===== src/hcbp_pkg.sv =====
// shared types and constants of the huffman code bit packer
package hcbp_pkg;

   localparam int ACTION_W = 2;
   localparam int SYMBOL_W = 8;
   localparam int CODE_W   = 32;
   localparam int LEN_W    = 6;
   localparam int BYTE_W   = 8;
   localparam int CNT_W    = 3;

   typedef enum logic [ACTION_W-1:0] {
      ACT_LOAD   = 2'd0,
      ACT_ENCODE = 2'd1,
      ACT_FLUSH  = 2'd2
   } action_type;

   typedef enum logic [1:0] {
      ST_IDLE,
      ST_FETCH,
      ST_STEP,
      ST_FLUSH
   } state_type;

   // code word left aligned (first bit in the msb) and its length
   typedef struct packed {
      logic [CODE_W-1:0] bits;
      logic [LEN_W-1:0]  len;
   } code_entry_type;

endpackage


===== src/hcbp_shifter.sv =====
// shared left barrel shifter: aligns codes at load and drains them at encode
module hcbp_shifter import hcbp_pkg::*; (
   input  logic [CODE_W-1:0] data,
   input  logic [LEN_W-1:0]  amount,
   output logic [CODE_W-1:0] result
);

   // amounts of the full width and above give zero
   assign result = data << amount;

endmodule


===== config.mk =====
export PLATFORM = sky130hd
export DESIGN_NAME = hcbp_shifter
export DESIGN_NICKNAME = d
export VERILOG_FILES = /design/src/hcbp_pkg.sv /design/src/hcbp_shifter.sv
export SDC_FILE = /design/constraint.sdc
export NUM_CORES = 1
export LEC_CHECK = 0
export BUFFER_PORTS_ARGS = -buffer_cell sky130_fd_sc_hd__buf_2
export CAP_MARGIN = 10
export CORE_MARGIN = 5
export CORE_UTILIZATION = 40
export DETAILED_ROUTE_END_ITERATION = 7
export PLACE_DENSITY = 0.71
export SYNTH_ARGS = -nofsm -noshare
export SYNTH_HDL_FRONTEND = slang
export SYNTH_SLANG_ARGS = --single-unit
export TNS_END_PERCENT = 10

===== constraint.sdc =====
create_clock -name vclk -period 1.7
set_clock_uncertainty 0.05 [all_clocks]
set_input_delay 0.17 -clock vclk [all_inputs]
set_output_delay 0.17 -clock vclk [all_outputs]
set_load 0.01 [all_outputs]

# Word level (Yosys, flattened, before mapping)
# Cells that the tools add are included.
# word_totals
ff_bits	0
in_bits	38
out_inout_bits	32
elab_cells	1
# op_classes
shift	1
# ops
op	count
$shl A32 B6 Y32	1

# Logic depth before layout (Yosys ltp)
# depth
depth_word	1
mapped_depth	7
depth_no_buf	5

# Least setup slack after synthesis
# OpenSTA, ideal clock, no wires.
# synth_path
kind	input to output
from	input port amount[1]
to	output port result[24]
arrival_ps	1419
required_time_ps	1480
setup_slack_ps	61
stages	7
path_buffers	3
path_cell_list	buf_2 -> buf_2 -> buf_2 -> nor3_1 -> nor3_1 -> o31ai_1 -> nor3_1
# synth_via
elab_chain_len	1
# synth_rtl
element	line	source
start: declaration	hcbp_shifter.sv:4	input logic [LEN_W-1:0] amount,
$shl A32 B6 Y32	hcbp_shifter.sv:9	assign result = data << amount;
end: declaration	hcbp_shifter.sv:5	output logic [CODE_W-1:0] result
# Every way passes these cells.

# Final worst setup path
# layout_path
from	input port amount[0]
to	output port result[23]
# Same word-level chain as after synthesis.

==> flow_metrics.py <==
metrics = {
    "floorplanning": {
        "fp.dieH_um": 81.21,
        "rows": 26,
        "dieArea_um2": 6594,
        "pin_count": 70,
        "core_area_um2": 5010,
        "die_w_um": 81.21,
        "initial_utilization_pct": 40.48,
    },
    "layout": {
        "fin_nets": 404,
        "ff_latch_area_um2": 0,
        "layout.cells.most_common": "buf_2",
        "num-fill-cells": 444,
        "area_delta_synth_final_pct": 49.72,
        "drive_gt1_share_pct": 54.95,
        "final_util_pct": 60.61,
        "antenna_cells": 0,
        "seq_cells": 0,
        "nClkBuffers": 0,
        "layout_common_cells": "68 x buf_2, 55 x buf_4, 29 x nor2_1",
    },
    "synthesis": {
        "syn_area_per_cell_um2": 7.954,
        "syn_inst": 255,
        "ys_seq_area_share_pct": 0,
        "synth_top_cell_by_area": "mux4_2",
        "synth.area.top_cells": "mux4_2 26%, mux2i_1 13%, mux2_2 7.2%, nand2_1 5.4%, nor2_1 5.4%",
        "synthesis.nets": 293,
        "yosysWarnings": 0,
        "syn_area_um2": 2028,
        "yosysTopAreaCellShare_pct": 25.54,
        "synth_cell_type_count": 46,
    },
    "pwr": {
        "p_per_area_nw_per_um2": 323.9,
        "clkPwrFrac_pct": 0,
        "switchingPower_mw": 0.4858,
        "power_mw": 0.9836,
        "p_int_mw": 0.4978,
        "combPwrFrac_pct": 100.0,
        "peakVddDrop_v": 0.0001907,
        "p_leak_nw": 1.352,
        "netSwitchingFraction_pct": 49.39,
        "pwr-share-seq_pct": 0,
    },
    "worst_setup_path": {
        "start_kind": "input port",
        "critPathBufInv": 3,
        "cp_top_family": "multiplexers",
        "crit_fanout": 6,
        "path_class": "input port to output port",
        "cp.depth": 8,
        "cp.required_ns": 1.48,
        "slowest_delay_ns": 0.52,
        "slowest_stage": "mux4_2",
        "crit_chain": "buf_12, buf_6, mux2_4, mux4_2, o2bb2ai_2, a21oi_2, nor2_1, buf_2",
        "endpoint_kind": "output port",
        "arrival_ns": 1.71,
    },
    "place": {
        "dp_slack_ns": -0.4056,
        "dpl.hpwl_um": 5983,
        "portBuffers": 70,
        "gp_congestion": 1.018,
    },
    "route": {
        "drc_errors": 0,
        "vias_per_cell": 6.127,
        "avgRoutedWirePerCell_um": 17.69,
        "wirelength_um": 7676,
        "ant_nets": 0,
        "drt_pass1_iterations": 5,
        "num_vias": 2659,
        "first_iter_violations": 360,
    },
    "global_routing": {
        "grt_pass1_wl_um": 12350,
        "grt_max_degree": 26,
        "antenna_found_initial": 0,
        "grt_pass1_vias": 2472,
        "grt-ovfl-total": 0,
        "grt_usage_pct": 23.37,
    },
    "timing": {
        "fmax_mhz": 518.1,
        "hold-worst-slack_ns": 0.6811,
        "setup_tns_ns": -3.047,
        "fin_crit_ns": 1.930,
        "period_share_pct": 113.5,
        "max_slew.worst_pin.slew_ns": 0.3891,
        "setup_ws_ns": -0.2301,
        "hold_violations": 0,
        "rsz0062_at_grt": "yes",
        "drv_slew": 0,
        "relSlewSlack_pct": 73.39,
        "setup_viol": 26,
    },
    "worst_hold_path": {
        "hold_path.class": "input port to output port",
        "worstHoldStart": "amount[5]",
        "min_path_cells": 3,
        "hold_path_end": "result[22]",
    },
    "cts": {
        "hold_buffers": 0,
    },
    "run": {
        "timing.max_cap.violations": 0,
    },
    "status": {
        "status": "finished, violations left",
        "violations": "negative setup slack",
    },
}
## cells in the mapped netlist, types with 2 or more instances
library cell / n
nand2_1: 29
nor2_1: 29
mux2i_1: 27
mux4_2: 23
mux2_2: 13
o21ai_0: 13
a21oi_1: 11
buf_2: 10
o22ai_1: 9
clkbuf_1: 8
o21ai_1: 8
a31oi_1: 7
nor2b_1: 7
nor3_1: 7
mux2_1: 5
nand2b_1: 4
a211oi_1: 3
buf_1: 3
mux2_4: 3
o211ai_1: 3
o31ai_1: 3
a22oi_1: 2
buf_4: 2
buf_6: 2
nand3_1: 2
nor3b_1: 2
## worst max path at each step
stage                         start         end  slack, ns
after floorplan           amount[1]  result[24]       0.06
after global placement    amount[0]  result[28]      -0.40
after detailed placement  amount[0]  result[28]      -0.41
after CTS                 amount[0]  result[23]      -0.20
after global routing      amount[0]  result[23]      -0.27
final                     amount[0]  result[23]      -0.23
## layer usage
layer	routed length [um]	share of wire (%)	global-route usage (%)
met1	3254	42	32.79
met5	0	0	0
met2	3665	48	40.56
met4	125	1.6	3.209
met3	631	8.2	0.9978
## metrics by stage
| step | instance area (um2) | instances |
|---|---|---|
| 6_report | 3037 | 434 |
| 5_1_grt | 3037 | 434 |
| 4_1_cts | 2950 | 434 |
| 3_5_place_dp | 2798 | 429 |
| 3_3_place_gp | 2798 | 429 |
| 2_1_floorplan | 2028 | 255 |
## power by group through the flow
stage	combinational [mW]	clock [mW]	sequential, mW
after floorplan	0.515	0	0
after global placement	0.852	0	0
after detailed placement	0.865	0	0
after CTS	0.928	0	0
after global routing	1.05	0	0
final	0.984	0	0
## worst min-delay path: stages
cell and delay [ns]:
buf_2 0.20, a21oi_1 0.06, buf_2 0.13
## final cells by class
| type | count | area [um2] | share of cell area, % |
|---|---|---|---|
| Inverter | 3 | 13.76 | 0.4532 |
| Timing Repair Buffer | 135 | 943.4 | 31.07 |
| Tap cell | 70 | 87.58 | 2.884 |
| Multi-Input combinational cell | 226 | 1992 | 65.60 |
## cell families after synthesis
logic type      after synthesis  share of synthesized area (%)
mux                          72                          52.19
compound gates               69                          21.34
simple gates                 85                          18.82
buf+inv                      29                          7.649
## repair_timing
item,4_1_cts,5_1_grt
cloned,1,0
resized for setup,28,19
setup endpoints to repair,31,30
pin swaps,8,7
setup buffers,4,0
Note: power is estimated with default switching activity, not from simulation.
